`src/rtl/tsua_pkg.sv`:
```
`timescale 1ns / 1ps
// ----------------------------------------------------------------------------
// tsua_pkg
// Shared types, constants and helpers of the tilt-shift unstretch accumulator.
// ----------------------------------------------------------------------------
package tsua_pkg;

    localparam int SHIFT_W    = 24;
    localparam int TILT_W     = 16;
    localparam int AXIS_W     = 17;
    localparam int ANG_W      = 18;     // doubled axis angle
    localparam int TRIG_W     = 33;     // Q30 cos/sin with headroom
    localparam int Z_W        = 26;     // CORDIC residual angle, degree*2^16
    localparam int CORDIC_N   = 16;
    localparam int NUM_W      = 53;     // divider dividend
    localparam int DEN_W      = 41;     // divider divisor
    localparam int SAT_W      = 57;
    localparam int CFG_ADDR_W = 3;
    localparam int CFG_DATA_W = 32;

    localparam logic signed [TRIG_W-1:0] CORDIC_GAIN = TRIG_W'(652032874);
    localparam logic signed [TRIG_W-1:0] COS_MIN     = TRIG_W'(4194304);
    localparam logic signed [DEN_W-1:0]  DET_MIN     = DEN_W'(16);
    localparam int FULL_TURN    = 92160;
    localparam int HALF_TURN    = 46080;
    localparam int QUARTER_TURN = 23040;

    localparam logic signed [SHIFT_W-1:0] W24_MAX = 24'sh7FFFFF;
    localparam logic signed [SHIFT_W-1:0] W24_MIN = 24'sh800000;

    typedef enum logic [0:0] {
        REG_ZT_X = 1'b0,
        REG_ZT_Y = 1'b1
    } reg_idx_t;

    typedef enum logic [1:0] {
        TRIG_REF  = 2'd0,
        TRIG_TILT = 2'd1,
        TRIG_AXIS = 2'd2
    } trig_sel_t;

    typedef enum logic [1:0] {
        DIV_S = 2'd0,
        DIV_X = 2'd1,
        DIV_Y = 2'd2
    } div_sel_t;

    typedef enum logic [4:0] {
        ST_IDLE,
        ST_TREF_GO,
        ST_TREF_WAIT,
        ST_TTILT_GO,
        ST_TTILT_WAIT,
        ST_TAXIS_GO,
        ST_TAXIS_WAIT,
        ST_CHECK,
        ST_DIVS_GO,
        ST_DIVS_WAIT,
        ST_PM,
        ST_MUL,
        ST_SUM,
        ST_PROD,
        ST_DET,
        ST_DIVX_GO,
        ST_DIVX_WAIT,
        ST_DIVY_GO,
        ST_DIVY_WAIT,
        ST_COMMIT
    } state_t;

    typedef struct packed {
        logic      load;
        logic      trig_go;
        trig_sel_t trig_sel;
        logic      trig_store;
        logic      div_go;
        div_sel_t  div_sel;
        logic      div_store;
        logic      step_pm;
        logic      step_mul;
        logic      step_sum;
        logic      step_prod;
        logic      step_det;
        logic      commit;
    } cmd_t;

    typedef struct packed {
        logic trig_done;
        logic div_done;
        logic cos_small;
    } stat_t;

    function automatic logic [21:0] atan_lut(input logic [3:0] i);
        logic [21:0] v;
        begin
            case (i)
                4'd0:    v = 22'd2949120;
                4'd1:    v = 22'd1740967;
                4'd2:    v = 22'd919879;
                4'd3:    v = 22'd466945;
                4'd4:    v = 22'd234379;
                4'd5:    v = 22'd117304;
                4'd6:    v = 22'd58666;
                4'd7:    v = 22'd29335;
                4'd8:    v = 22'd14668;
                4'd9:    v = 22'd7334;
                4'd10:   v = 22'd3667;
                4'd11:   v = 22'd1833;
                4'd12:   v = 22'd917;
                4'd13:   v = 22'd458;
                4'd14:   v = 22'd229;
                default: v = 22'd115;
            endcase
            return v;
        end
    endfunction

    function automatic logic ovf24(input logic signed [SAT_W-1:0] v);
        return (v > SAT_W'(W24_MAX)) || (v < SAT_W'(W24_MIN));
    endfunction

    function automatic logic signed [SHIFT_W-1:0] sat24(input logic signed [SAT_W-1:0] v);
        logic signed [SHIFT_W-1:0] r;
        begin
            if (v > SAT_W'(W24_MAX))
                r = W24_MAX;
            else if (v < SAT_W'(W24_MIN))
                r = W24_MIN;
            else
                r = v[SHIFT_W-1:0];
            return r;
        end
    endfunction

endpackage

```
`src/rtl/tsua_ctrl.sv`:
```
`timescale 1ns / 1ps
// ----------------------------------------------------------------------------
// tsua_ctrl
// Sequencer for one frame and owner of the frame/result handshakes.
// ----------------------------------------------------------------------------
module tsua_ctrl
(
    input  logic             clk,
    input  logic             rst_n,
    input  logic             frame_valid,
    output logic             frame_ready,
    output logic             result_valid,
    input  logic             result_ready,
    input  tsua_pkg::stat_t  stat,
    output tsua_pkg::cmd_t   cmd
);

    tsua_pkg::state_t state_reg, state_next;
    logic             out_valid_reg, out_valid_next;

    always_ff @(posedge clk or negedge rst_n)
    begin
        if (!rst_n)
        begin
            state_reg     <= tsua_pkg::ST_IDLE;
            out_valid_reg <= 1'b0;
        end
        else
        begin
            state_reg     <= state_next;
            out_valid_reg <= out_valid_next;
        end
    end

    always_comb
    begin
        state_next     = state_reg;
        out_valid_next = out_valid_reg;
        cmd            = '0;
        cmd.trig_sel   = tsua_pkg::TRIG_REF;
        cmd.div_sel    = tsua_pkg::DIV_S;

        if (out_valid_reg && result_ready)
            out_valid_next = 1'b0;

        unique case (state_reg)
            tsua_pkg::ST_IDLE:
            begin
                if (frame_valid)
                begin
                    cmd.load   = 1'b1;
                    state_next = tsua_pkg::ST_TREF_GO;
                end
            end
            tsua_pkg::ST_TREF_GO:
            begin
                cmd.trig_go = 1'b1;
                state_next  = tsua_pkg::ST_TREF_WAIT;
            end
            tsua_pkg::ST_TREF_WAIT:
            begin
                if (stat.trig_done)
                begin
                    cmd.trig_store = 1'b1;
                    state_next     = tsua_pkg::ST_TTILT_GO;
                end
            end
            tsua_pkg::ST_TTILT_GO:
            begin
                cmd.trig_sel = tsua_pkg::TRIG_TILT;
                cmd.trig_go  = 1'b1;
                state_next   = tsua_pkg::ST_TTILT_WAIT;
            end
            tsua_pkg::ST_TTILT_WAIT:
            begin
                cmd.trig_sel = tsua_pkg::TRIG_TILT;
                if (stat.trig_done)
                begin
                    cmd.trig_store = 1'b1;
                    state_next     = tsua_pkg::ST_TAXIS_GO;
                end
            end
            tsua_pkg::ST_TAXIS_GO:
            begin
                cmd.trig_sel = tsua_pkg::TRIG_AXIS;
                cmd.trig_go  = 1'b1;
                state_next   = tsua_pkg::ST_TAXIS_WAIT;
            end
            tsua_pkg::ST_TAXIS_WAIT:
            begin
                cmd.trig_sel = tsua_pkg::TRIG_AXIS;
                if (stat.trig_done)
                begin
                    cmd.trig_store = 1'b1;
                    state_next     = tsua_pkg::ST_CHECK;
                end
            end
            tsua_pkg::ST_CHECK:
            begin
                // tilt cosine near zero: sum passes through unchanged
                state_next = stat.cos_small ? tsua_pkg::ST_COMMIT : tsua_pkg::ST_DIVS_GO;
            end
            tsua_pkg::ST_DIVS_GO:
            begin
                cmd.div_go = 1'b1;
                state_next = tsua_pkg::ST_DIVS_WAIT;
            end
            tsua_pkg::ST_DIVS_WAIT:
            begin
                if (stat.div_done)
                begin
                    cmd.div_store = 1'b1;
                    state_next    = tsua_pkg::ST_PM;
                end
            end
            tsua_pkg::ST_PM:
            begin
                cmd.step_pm = 1'b1;
                state_next  = tsua_pkg::ST_MUL;
            end
            tsua_pkg::ST_MUL:
            begin
                cmd.step_mul = 1'b1;
                state_next   = tsua_pkg::ST_SUM;
            end
            tsua_pkg::ST_SUM:
            begin
                cmd.step_sum = 1'b1;
                state_next   = tsua_pkg::ST_PROD;
            end
            tsua_pkg::ST_PROD:
            begin
                cmd.step_prod = 1'b1;
                state_next    = tsua_pkg::ST_DET;
            end
            tsua_pkg::ST_DET:
            begin
                cmd.step_det = 1'b1;
                state_next   = tsua_pkg::ST_DIVX_GO;
            end
            tsua_pkg::ST_DIVX_GO:
            begin
                cmd.div_sel = tsua_pkg::DIV_X;
                cmd.div_go  = 1'b1;
                state_next  = tsua_pkg::ST_DIVX_WAIT;
            end
            tsua_pkg::ST_DIVX_WAIT:
            begin
                cmd.div_sel = tsua_pkg::DIV_X;
                if (stat.div_done)
                begin
                    cmd.div_store = 1'b1;
                    state_next    = tsua_pkg::ST_DIVY_GO;
                end
            end
            tsua_pkg::ST_DIVY_GO:
            begin
                cmd.div_sel = tsua_pkg::DIV_Y;
                cmd.div_go  = 1'b1;
                state_next  = tsua_pkg::ST_DIVY_WAIT;
            end
            tsua_pkg::ST_DIVY_WAIT:
            begin
                cmd.div_sel = tsua_pkg::DIV_Y;
                if (stat.div_done)
                begin
                    cmd.div_store = 1'b1;
                    state_next    = tsua_pkg::ST_COMMIT;
                end
            end
            tsua_pkg::ST_COMMIT:
            begin
                // result register must be free or emptied this cycle
                if (!out_valid_reg || result_ready)
                begin
                    cmd.commit     = 1'b1;
                    out_valid_next = 1'b1;
                    state_next     = tsua_pkg::ST_IDLE;
                end
            end
            default:
            begin
                state_next = tsua_pkg::ST_IDLE;
            end
        endcase
    end

    assign frame_ready  = (state_reg == tsua_pkg::ST_IDLE);
    assign result_valid = out_valid_reg;

endmodule

```
`config.mk`:
```
export PLATFORM = sky130hd
export DESIGN_NAME = tsua_ctrl
export DESIGN_NICKNAME = d
export VERILOG_FILES = /design/src/rtl/tsua_pkg.sv /design/src/rtl/tsua_ctrl.sv
export SDC_FILE = /design/constraint.sdc
export NUM_CORES = 1
export LEC_CHECK = 0
export ABC_AREA = 1
export BUFFER_PORTS_ARGS = -buffer_cell sky130_fd_sc_hd__buf_2
export CORE_MARGIN = 2
export CORE_UTILIZATION = 42
export DETAILED_ROUTE_END_ITERATION = 6
export GPL_ROUTABILITY_DRIVEN = 0
export PLACE_DENSITY = 0.75
export RECOVER_POWER = 100
export SETUP_SLACK_MARGIN = 0.02
export SLEW_MARGIN = 20
export SYNTH_ARGS = -nofsm -noshare
export SYNTH_HDL_FRONTEND = slang
export SYNTH_SLANG_ARGS = --single-unit
```
`constraint.sdc`:
```
create_clock -name clk -period 1.6 [get_ports clk]
set_input_delay 0 -clock clk [delete_from_list [all_inputs] [get_ports clk]]
set_output_delay 0 -clock clk [all_outputs]
set_load 0.1 [all_outputs]
```
# After elaboration in Yosys (flattened, before gate mapping)
# Index checks and enable logic that the tools add are counted.
# totals
register_bits,6
output_inout_bits,17
wordCells,72
# op_classes
eq_ne,27
muxes,30
n_reduce_logical,13
# op_table
operator,count
case mux 5 bit (20 select lines),1
two-way mux 5 bit,9
equality test 5 x 4 -> 1 bit (second input constant),8
equality test 5 x 3 -> 1 bit (second input constant),4
equality test 5 bit (second input constant),4
two-way mux 1 bit,18
inequality test 2 bit (second input constant),8
OR reduction 3 bit,4
equality test 5 x 2 -> 1 bit (second input constant),2
case mux 2 bit (2 select lines),2
AND reduction 8 bit,1
OR reduction 2 bit,4
equality test 5 x 1 -> 1 bit (second input constant),1
logical NOT 5 bit,1
logical AND 1 bit,1
logical NOT 1 bit,1
logical OR 1 bit,1

# Logic depth before layout (Yosys ltp)
# Gate-level depths: netlist of run 1.
# depth
ltp_word,4
depth_mapped,9
ltp_nobuf,8

# Least setup slack after synthesis of run 1
# No wires, ideal clock.
# synth_path
path_type,reg2reg
start,reg state_reg[3]
end,reg state_reg[2]
setup_time_ns,0.084
arrival_time_ns,3.100
required_time_ns,1.516
setup_slack_ns,-1.583
stages_incl_launch_ff,6
path_cell_list,dfrtp_1 nor2_2 nand2_1 o21ai_0 nor2_1 o21ai_1
# synth_between
elab_chain_cells,3
# synth_lines
element,line,source
from (decl),tsua_ctrl.sv:18,"tsua_pkg::state_t state_reg, state_next;"
from (signal assigned),tsua_ctrl.sv:25,state_reg <= tsua_pkg::ST_IDLE;
from (signal assigned),tsua_ctrl.sv:30,state_reg <= state_next;
equality test 5 bit (tied with other cells),tsua_ctrl.sv:46,unique case (state_reg)
inequality test 2 bit (no source line),--,
AND reduction 8 bit (no source line),--,
# Several ways; a longest one is shown, not always the timed one.
# A chain may end at the register's enable or synchronous reset.

==> flow_summary.rst, run 1 <==
.. list-table::
   :header-rows: 1

   * - Metric
     - Value
   * - Setup Skew
     - 0.00185 ns
   * - Count of unique library cells instantiated by Yosys
     - 17
   * - IO buf count
     - 23
   * - Die outline area
     - approximately 1900 sq um
   * - Number of sinks on the clock net
     - 6
   * - CTS HTree Levels
     - 1
   * - Cell count after placement
     - 155
   * - Post-synth design cell area
     - between 600 and 700 sq um
   * - Area growth, synth to finish
     - 97.1%
   * - Post-DP HPWL
     - between 1500 and 2000 um
   * - Type of element capturing the critical path
     - output port
   * - Crit path launch
     - state_reg[1]$_DFFE_PN0P_
   * - Routed WL
     - 2410 um
   * - Worst setup SP type
     - flop
   * - Clock Tree Buf Depth
     - 2
   * - Clk root buf
     - clkbuf_4
   * - Most common cell after layout, fill and taps aside
     - nand2_1
   * - Die Y
     - about 43 um
   * - Setup slack on the worst flop-to-flop path
     - roughly 0.11 ns
   * - Top-level I/O count
     - 24
   * - Highest net fanout along the worst path
     - 7
   * - Headroom to the max-slew limit
     - between 60 and 70%
   * - Sequential element share of the synthesized area
     - 23.3%
   * - Data required time at the worst endpoint
     - about 1.6 ns
   * - Outcome
     - finished clean
   * - Unrepaired setup endpoints after global routing
     - true
   * - Final-report max-slew violation count
     - 0
   * - Ratio of final minimum period to clock period
     - between 90 and 100%
   * - Source-to-sink clock delay at the later pin of the worst-skew pair
     - between 0.2 and 0.25 ns
   * - Pin count of the biggest net entering global routing
     - 9
   * - Number of failing setup endpoints in the final timing report
     - 0
   * - CTS clock-pin slew for the worst setup and hold paths
     - 0.04 ns
   * - Crit Path Category
     - reg -> out
   * - Post-detailed-route via-to-cell ratio
     - 5.81
   * - Net count after synthesis
     - 120
   * - Achievable clock frequency
     - 629 MHz
   * - Reg-to-reg critical path endpoint
     - state_reg[0]$_DFFE_PN0P_
   * - Highest-count cells in the layout ignoring fill and taps
     - nand2_1 (25), buf_12 (15), nand3_1 (14), nor2_1 (12), nor2_4 (11)
   * - Die Wd
     - between 40 and 50 um
   * - Filler-free cell count of the finished design
     - roughly 160
   * - Class of the tightest hold or removal check
     - in -> reg
   * - TritonCTS clock tree
     - yes
   * - Synth Register Bits
     - 6
   * - Iteration count of the initial detailed-routing pass
     - 4
   * - Area of the multi-input gates
     - between 500 and 600 sq um
   * - End point of the most critical hold path
     - result_valid$_DFF_PN0_
   * - Wire length of the first global-routing pass
     - 3590 um
   * - Hold wc startpoint
     - result_ready
   * - Overall Global Routing Usage
     - between 20% and 30%
   * - Slew of the pin with the lowest slew margin
     - 0.542 ns
   * - Launching point of the worst reg2reg path
     - state_reg[3]$_DFFE_PN0P_
   * - WL/cell
     - between 10 and 15 um
   * - Warnings from Yosys
     - 0
   * - Number of global-route vias before repair
     - roughly 830
   * - DR DRC count
     - 0
   * - Floorplan core area
     - roughly 1500 sq um
   * - Number of max-cap violations
     - 0
   * - Number of buffers inserted during clock tree synthesis
     - 3
   * - Layout net count
     - 156
   * - Total area of sequential cells
     - about 160 sq um
   * - Max FFs per register
     - 5
   * - Average cell area after synthesis
     - 5.69 sq um
   * - Tmin final
     - around 1.6 ns
   * - Antenna cell count
     - 0
   * - Effective utilization at floorplan
     - 43.7%
   * - R2R depth
     - 7
   * - # fillers
     - 81
   * - # rows
     - 14
   * - DRC violation total after the first TritonRoute iteration
     - 49
   * - Instance count of the mapped netlist
     - 113
   * - Fraction of layout cells with a size suffix above 1
     - between 40% and 50%
   * - Via count
     - between 900 and 1k
   * - Antenna violations before repair
     - 0
   * - Post-DRT Antenna Nets
     - 0
   * - Total grt overflow
     - 0
   * - Number of hold violations in the final report
     - 0
   * - Hold Path Cell Cnt
     - 4
   * - Crit path DAT
     - between 1.5 and 2 ns
## how the worst max path moves through the flow
stage          depth (start not counted)                  endpoint  slack, ns
2_1_floorplan                          3                    cmd[9]      -0.60
3_3_place_gp                           8  state_reg[1]$_DFFE_PN0P_       0.13
3_5_place_dp                           8  state_reg[1]$_DFFE_PN0P_       0.10
4_1_cts                                4                   cmd[13]       0.01
5_1_grt                                6                   cmd[12]      -0.04
6_report                               6                   cmd[12]       0.01
## synthesized netlist by cell type (all sizes together)
cell	n	area (sq um)
a21oi	3	15.0
buf	1	5.00
dfrtp	6	150
inv	15	56.3
nand2	30	113
nand3	19	100
nand4	3	18.8
nor2	25	114
nor3	1	10.0
o211ai	3	22.5
o21ai	6	30.0
o32ai	1	8.76
## per-layer routing
metal	GRT usage (%)	vias to the layer above	wire, um
met4	10.9	0	44
li1	-	445	-
met2	43.3	58	1230
met5	0	-	0
met3	2.55	6	168
met1	33.2	438	964
## worst max-delay path, cell delays in order (launching register included)
cell and delay, ns:
dfrtp_2 0.47, inv_1 0.18, nand2_2 0.13, nand2_2 0.13, nand2_1 0.10, inv_1 0.14, buf_12 0.19
## what timing repair did
action                                  CTS  global route
resized for setup                         1            16
pin swaps                                 0             2
endpoints found under the setup margin    2            13
cloned                                    0             0
endpoints found under the hold margin     7             0
hold buffers                              2             0
setup buffers                             0             3
## per-stage QoR
stage / instance area (sq um) / setup TNS [ns] / utilization [%] / setup WS, ns / hold WS [ns]
finish: 1270 / 0 / 86.1 / 0.0107 / 0.102
global route: 1270 / -0.0552 / 86.1 / -0.0371 / 0.117
CTS: 1190 / 0 / 81.2 / 0.0127 / 0.0958
detailed placement: 1150 / 0 / 78.1 / 0.103 / -0.178
global placement: 1150 / 0 / 78.1 / 0.127 / -0.178
floorplan: 749 / -1.34 / - / -0.598 / -0.296
## logic make-up (layout without fill, tap and decap cells)
| family | after synthesis | after routing | share of synthesized area, % |
|---|---|---|---|
| buffers and inverters | 16 | 50 | 9.53 |
| DFF | 6 | 6 | 23.3 |
| and+or+nand+nor | 78 | 78 | 55.3 |
| AOI/OAI and AO/OA | 13 | 13 | 11.9 |
## cell type report
type	instances	area share, %
Multi-Input combinational cell	91	45.7
Timing Repair Buffer	32	34.1
Sequential cell	6	12.4
Inverter	15	4.44
Clock buffer	3	1.78
Tap cell	16	1.58
Power of run 1 is left out: the tool's default activity adds up to more than one toggle a clock period on the data nets, which glitch-free logic cannot reach.
==> run 2, diff against run 1 <==
==> constraint.sdc (replaced) <==
create_clock -name clk -period 1.6 [get_ports clk]
set_input_delay 0.48 -clock clk [delete_from_list [all_inputs] [get_ports clk]]
set_output_delay 0.48 -clock clk [all_outputs]
set_load 0.1 [all_outputs]
==> flow_summary.rst, run 2 <==
.. list-table::
   :header-rows: 1

   * - Metric
     - Value
   * - Outcome
     - aborted with a tool error
   * - Exit stage
     - 3_5_place_dp
   * - Error that stopped the run
     - [ERROR DPL-0033] detailed placement checks failed during check placement.
   * - # rows
     - 14 (unchanged)
   * - Top-level I/O count
     - 24 (unchanged)
   * - Top cells by area, synth
     - dfrtp_1 (23%), nand2_1 (18%), nand3_1 (14%)
   * - Asr flop ratio synth
     - 100% (unchanged)
   * - IO buf count
     - 23 (unchanged)
   * - Count of unique library cells instantiated by Yosys
     - 17 (unchanged)
   * - Sequential element share of the synthesized area
     - 23.3% (unchanged)
   * - Average cell area after synthesis
     - 5.69 sq um (unchanged)
   * - Post-synth design cell area
     - 643 sq um (unchanged)
   * - Proportion of netlist area held by the largest area contributor
     - 23.3% (unchanged)
   * - Die Wd
     - 43.1 um (unchanged)
   * - Warnings from Yosys
     - 0 (unchanged)
   * - Cell taking the most area after synthesis
     - dfrtp_1
   * - Die Y
     - 43.1 um (unchanged)
   * - Synth top cells by count
     - nand2_1 (30), nor2_1 (21), nand3_1 (18), inv_1 (11), dfrtp_1 (6)
   * - Top flip-flop cell by instance count after synthesis
     - dfrtp_1
   * - EDFF count, synth
     - 0 (unchanged)
   * - Synth Register Bits
     - 6 (unchanged)
   * - Net count after synthesis
     - 120 (unchanged)
   * - Effective utilization at floorplan
     - 43.7% (unchanged)
   * - Instance count of the mapped netlist
     - 113 (unchanged)
   * - Post-DP HPWL
     - 2930 um (+69%)
   * - Top-count cell post-synth
     - nand2_1
## run 2: cell counts after synthesis
Identical to the previous run, type by type.
## run 2: cells by family after synthesis
logic type | Yosys count | share of synthesized area [%]
buffers and inverters | 16 | 9.53
AO/OA/AOI/OAI | 13 | 11.9
flip-flops | 6 | 23.3
AND/OR/NAND/NOR | 78 | 55.3
## run 2: metrics by stage
stage          cells  instance area [sq um]
2_1_floorplan    113                    831
3_3_place_gp     181                   1440
==> run 3, diff against run 2 <==
--- a/config.mk
+++ b/config.mk
@@ -7,13 +7,12 @@
 export LEC_CHECK = 0
 export ABC_AREA = 1
 export BUFFER_PORTS_ARGS = -buffer_cell sky130_fd_sc_hd__buf_2
-export CORE_MARGIN = 2
-export CORE_UTILIZATION = 42
+export CORE_AREA = 2 2 63 65
 export DETAILED_ROUTE_END_ITERATION = 6
+export DIE_AREA = 0 0 65 67
 export GPL_ROUTABILITY_DRIVEN = 0
-export PLACE_DENSITY = 0.75
+export PLACE_DENSITY_LB_ADDON = 0.15
 export RECOVER_POWER = 100
-export SETUP_SLACK_MARGIN = 0.02
 export SLEW_MARGIN = 20
 export SYNTH_ARGS = -nofsm -noshare
 export SYNTH_HDL_FRONTEND = slang
==> flow_summary.rst, run 3 (synthesized netlist as in run 1, its figures left out) <==
.. list-table::
   :header-rows: 1

   * - Metric
     - Value
   * - Number of hold violations in the final report
     - 0
   * - Pin count of the biggest net entering global routing
     - 8
   * - Outcome
     - complete, but fails checks
   * - Class of the tightest hold or removal check
     - in -> async
   * - Highest-count cells in the layout ignoring fill and taps
     - buf_4 (44), nand2_1 (17), buf_12 (17), nor2_4 (13), nand3_1 (13)
   * - Highest net fanout along the worst path
     - 7
   * - DR DRC count
     - 0
   * - Iteration count of the initial detailed-routing pass
     - 4
   * - Type of element capturing the critical path
     - output port
   * - Number of global-route vias before repair
     - between 1k and 1.5k
   * - Effective utilization at floorplan
     - 17.8% (-26 points)
   * - Fraction of layout cells with a size suffix above 1
     - 67.7%
   * - Wire length of the first global-routing pass
     - 4870 um
   * - Crit path max-delay cell type
     - dfrtp_2
   * - Tmin final
     - ~2 ns
   * - Clock Tree Buf Depth
     - 2
   * - DRC violation total after the first TritonRoute iteration
     - 29
   * - Most common cell after layout, fill and taps aside
     - buf_4
   * - Crit Path Category
     - reg -> out
   * - CTS HTree Levels
     - 1
   * - Filler-free cell count of the finished design
     - ~240
   * - CTS clock-pin slew for the worst setup and hold paths
     - roughly 0.040 ns
   * - TritonCTS clock tree
     - yes
   * - Die Wd
     - 65 um (+51%)
   * - Overall Global Routing Usage
     - between 10% and 20%
   * - Data required time at the worst endpoint
     - ~1.1 ns
   * - # fillers
     - 344
   * - Post-DP HPWL
     - 2240 um (-23%)
   * - Crit path DAT
     - 1.54 ns
   * - Final-report max-slew violation count
     - 0
   * - Failing checks
     - setup timing
   * - Number of sinks on the clock net
     - 6
   * - Worst setup margin
     - -0.424 ns
   * - Die Y
     - 67 um (+55%)
   * - Unrepaired setup endpoints after global routing
     - true
   * - Layout net count
     - between 150 and 200
   * - Number of buffers inserted during clock tree synthesis
     - 3
   * - Achievable clock frequency
     - 494 MHz
   * - Ratio of final minimum period to clock period
     - 126%
   * - Post-detailed-route via-to-cell ratio
     - between 4 and 5
   * - Hold-fix buffers, CTS
     - 0
   * - # rows
     - 22 (+8)
   * - Routed WL
     - a little under 3000 um
   * - Max FFs per register
     - 5
   * - Finished Cell Area
     - between 1500 and 2000 sq um
   * - Die outline area
     - around 4400 sq um
   * - Standard cell area after detailed placement
     - about 1500 sq um
   * - Antenna violations before repair
     - 0
   * - Slew of the pin with the lowest slew margin
     - between 0.3 and 0.4 ns
   * - Post-DRT Antenna Nets
     - 0
   * - Number of max-cap violations
     - 0
   * - Worst setup SP type
     - flop
   * - Worst setup slack before clock tree synthesis
     - -0.175 ns
   * - Via count
     - between 1k and 1.5k
   * - Chain of cells forming the critical path
     - nor2_4 > nand2_4 > o211ai_1 > buf_12
   * - Headroom to the max-slew limit
     - 77.0%
   * - Crit-path max cell delay
     - roughly 0.45 ns
   * - Antenna cell count
     - 0
   * - WL/cell
     - 12.2 um
   * - Number of failing setup endpoints in the final timing report
     - 16
   * - IO buf count
     - 23 (unchanged)
   * - Top-level I/O count
     - 24 (unchanged)
   * - Total grt overflow
     - 0
   * - Setup Skew
     - 0.00235 ns
   * - Floorplan core area
     - roughly 3600 sq um
   * - Source-to-sink clock delay at the later pin of the worst-skew pair
     - ~0.22 ns
   * - Area growth, synth to finish
     - 180%
   * - Clk root buf
     - clkbuf_8
   * - Cell count after placement
     - between 200 and 250
## run 3: layer usage
layer | GRT usage [%] | share of wire, % | up-vias
li1 | - | - | 525
met4 | 2.93 | 0.97 | 0
met3 | 2.53 | 3.8 | 2
met1 | 16.4 | 42 | 487
met2 | 27.1 | 53 | 26
met5 | 0 | 0 | -
## run 3: what timing repair did
item,CTS,global route
gates resized for setup,17,14
pin swaps,8,10
setup endpoints to repair,16,19
cloned,0,0
buffers inserted,9,8
## run 3: final timing paths
| path | startpoint | to | slack [ns] | depth (start not counted) |
|---|---|---|---|---|
| worst min register to register | state_reg[0]$_DFFE_PN0P_ | state_reg[0]$_DFFE_PN0P_ | 0.65 | 2 |
| worst max register to register | state_reg[3]$_DFFE_PN0P_ | state_reg[1]$_DFFE_PN0P_ | 0.03 | 10 |
| max in group asynchronous | rst_n | state_reg[3]$_DFFE_PN0P_ | 1.19 | 1 |
| worst min-delay path | rst_n | result_valid$_DFF_PN0_ | 0.13 | 1 |
| worst max-delay path | state_reg[3]$_DFFE_PN0P_ | cmd[9] | -0.42 | 4 |
| min in group clk | stat[0] | state_reg[3]$_DFFE_PN0P_ | 0.48 | 2 |
## run 3: final cells by class
cell class	count	area [sq um]	share of cell area, %
flip-flops and latches	6	158	8.74
well taps	48	60.1	3.33
inverters	15	73.8	4.09
multi-input cells	91	699	38.8
clock buffers	4	45.0	2.50
repair buffers	73	767	42.5
## run 3: worst max-delay path: cells and delay by family (launching register included)
kind                   cells  cell delay [ns]
AND/OR/NAND/NOR            2             0.33
buffers and inverters      1             0.22
AO/OA/AOI/OAI              1             0.31
flip-flops                 1             0.45
## run 3: per-stage QoR
step / hold slack [ns] / utilization, % / TNS, ns
2_1_floorplan: 0.184 / - / -4.89
3_3_place_gp: 0.309 / 41.8 / -1.64
3_5_place_dp: 0.311 / 41.8 / -1.70
4_1_cts: 0.0708 / 46.9 / -4.82
5_1_grt: 0.154 / 50.0 / -6.23
6_report: 0.134 / 50.0 / -5.21
Power of run 3 is left out for the same reason.
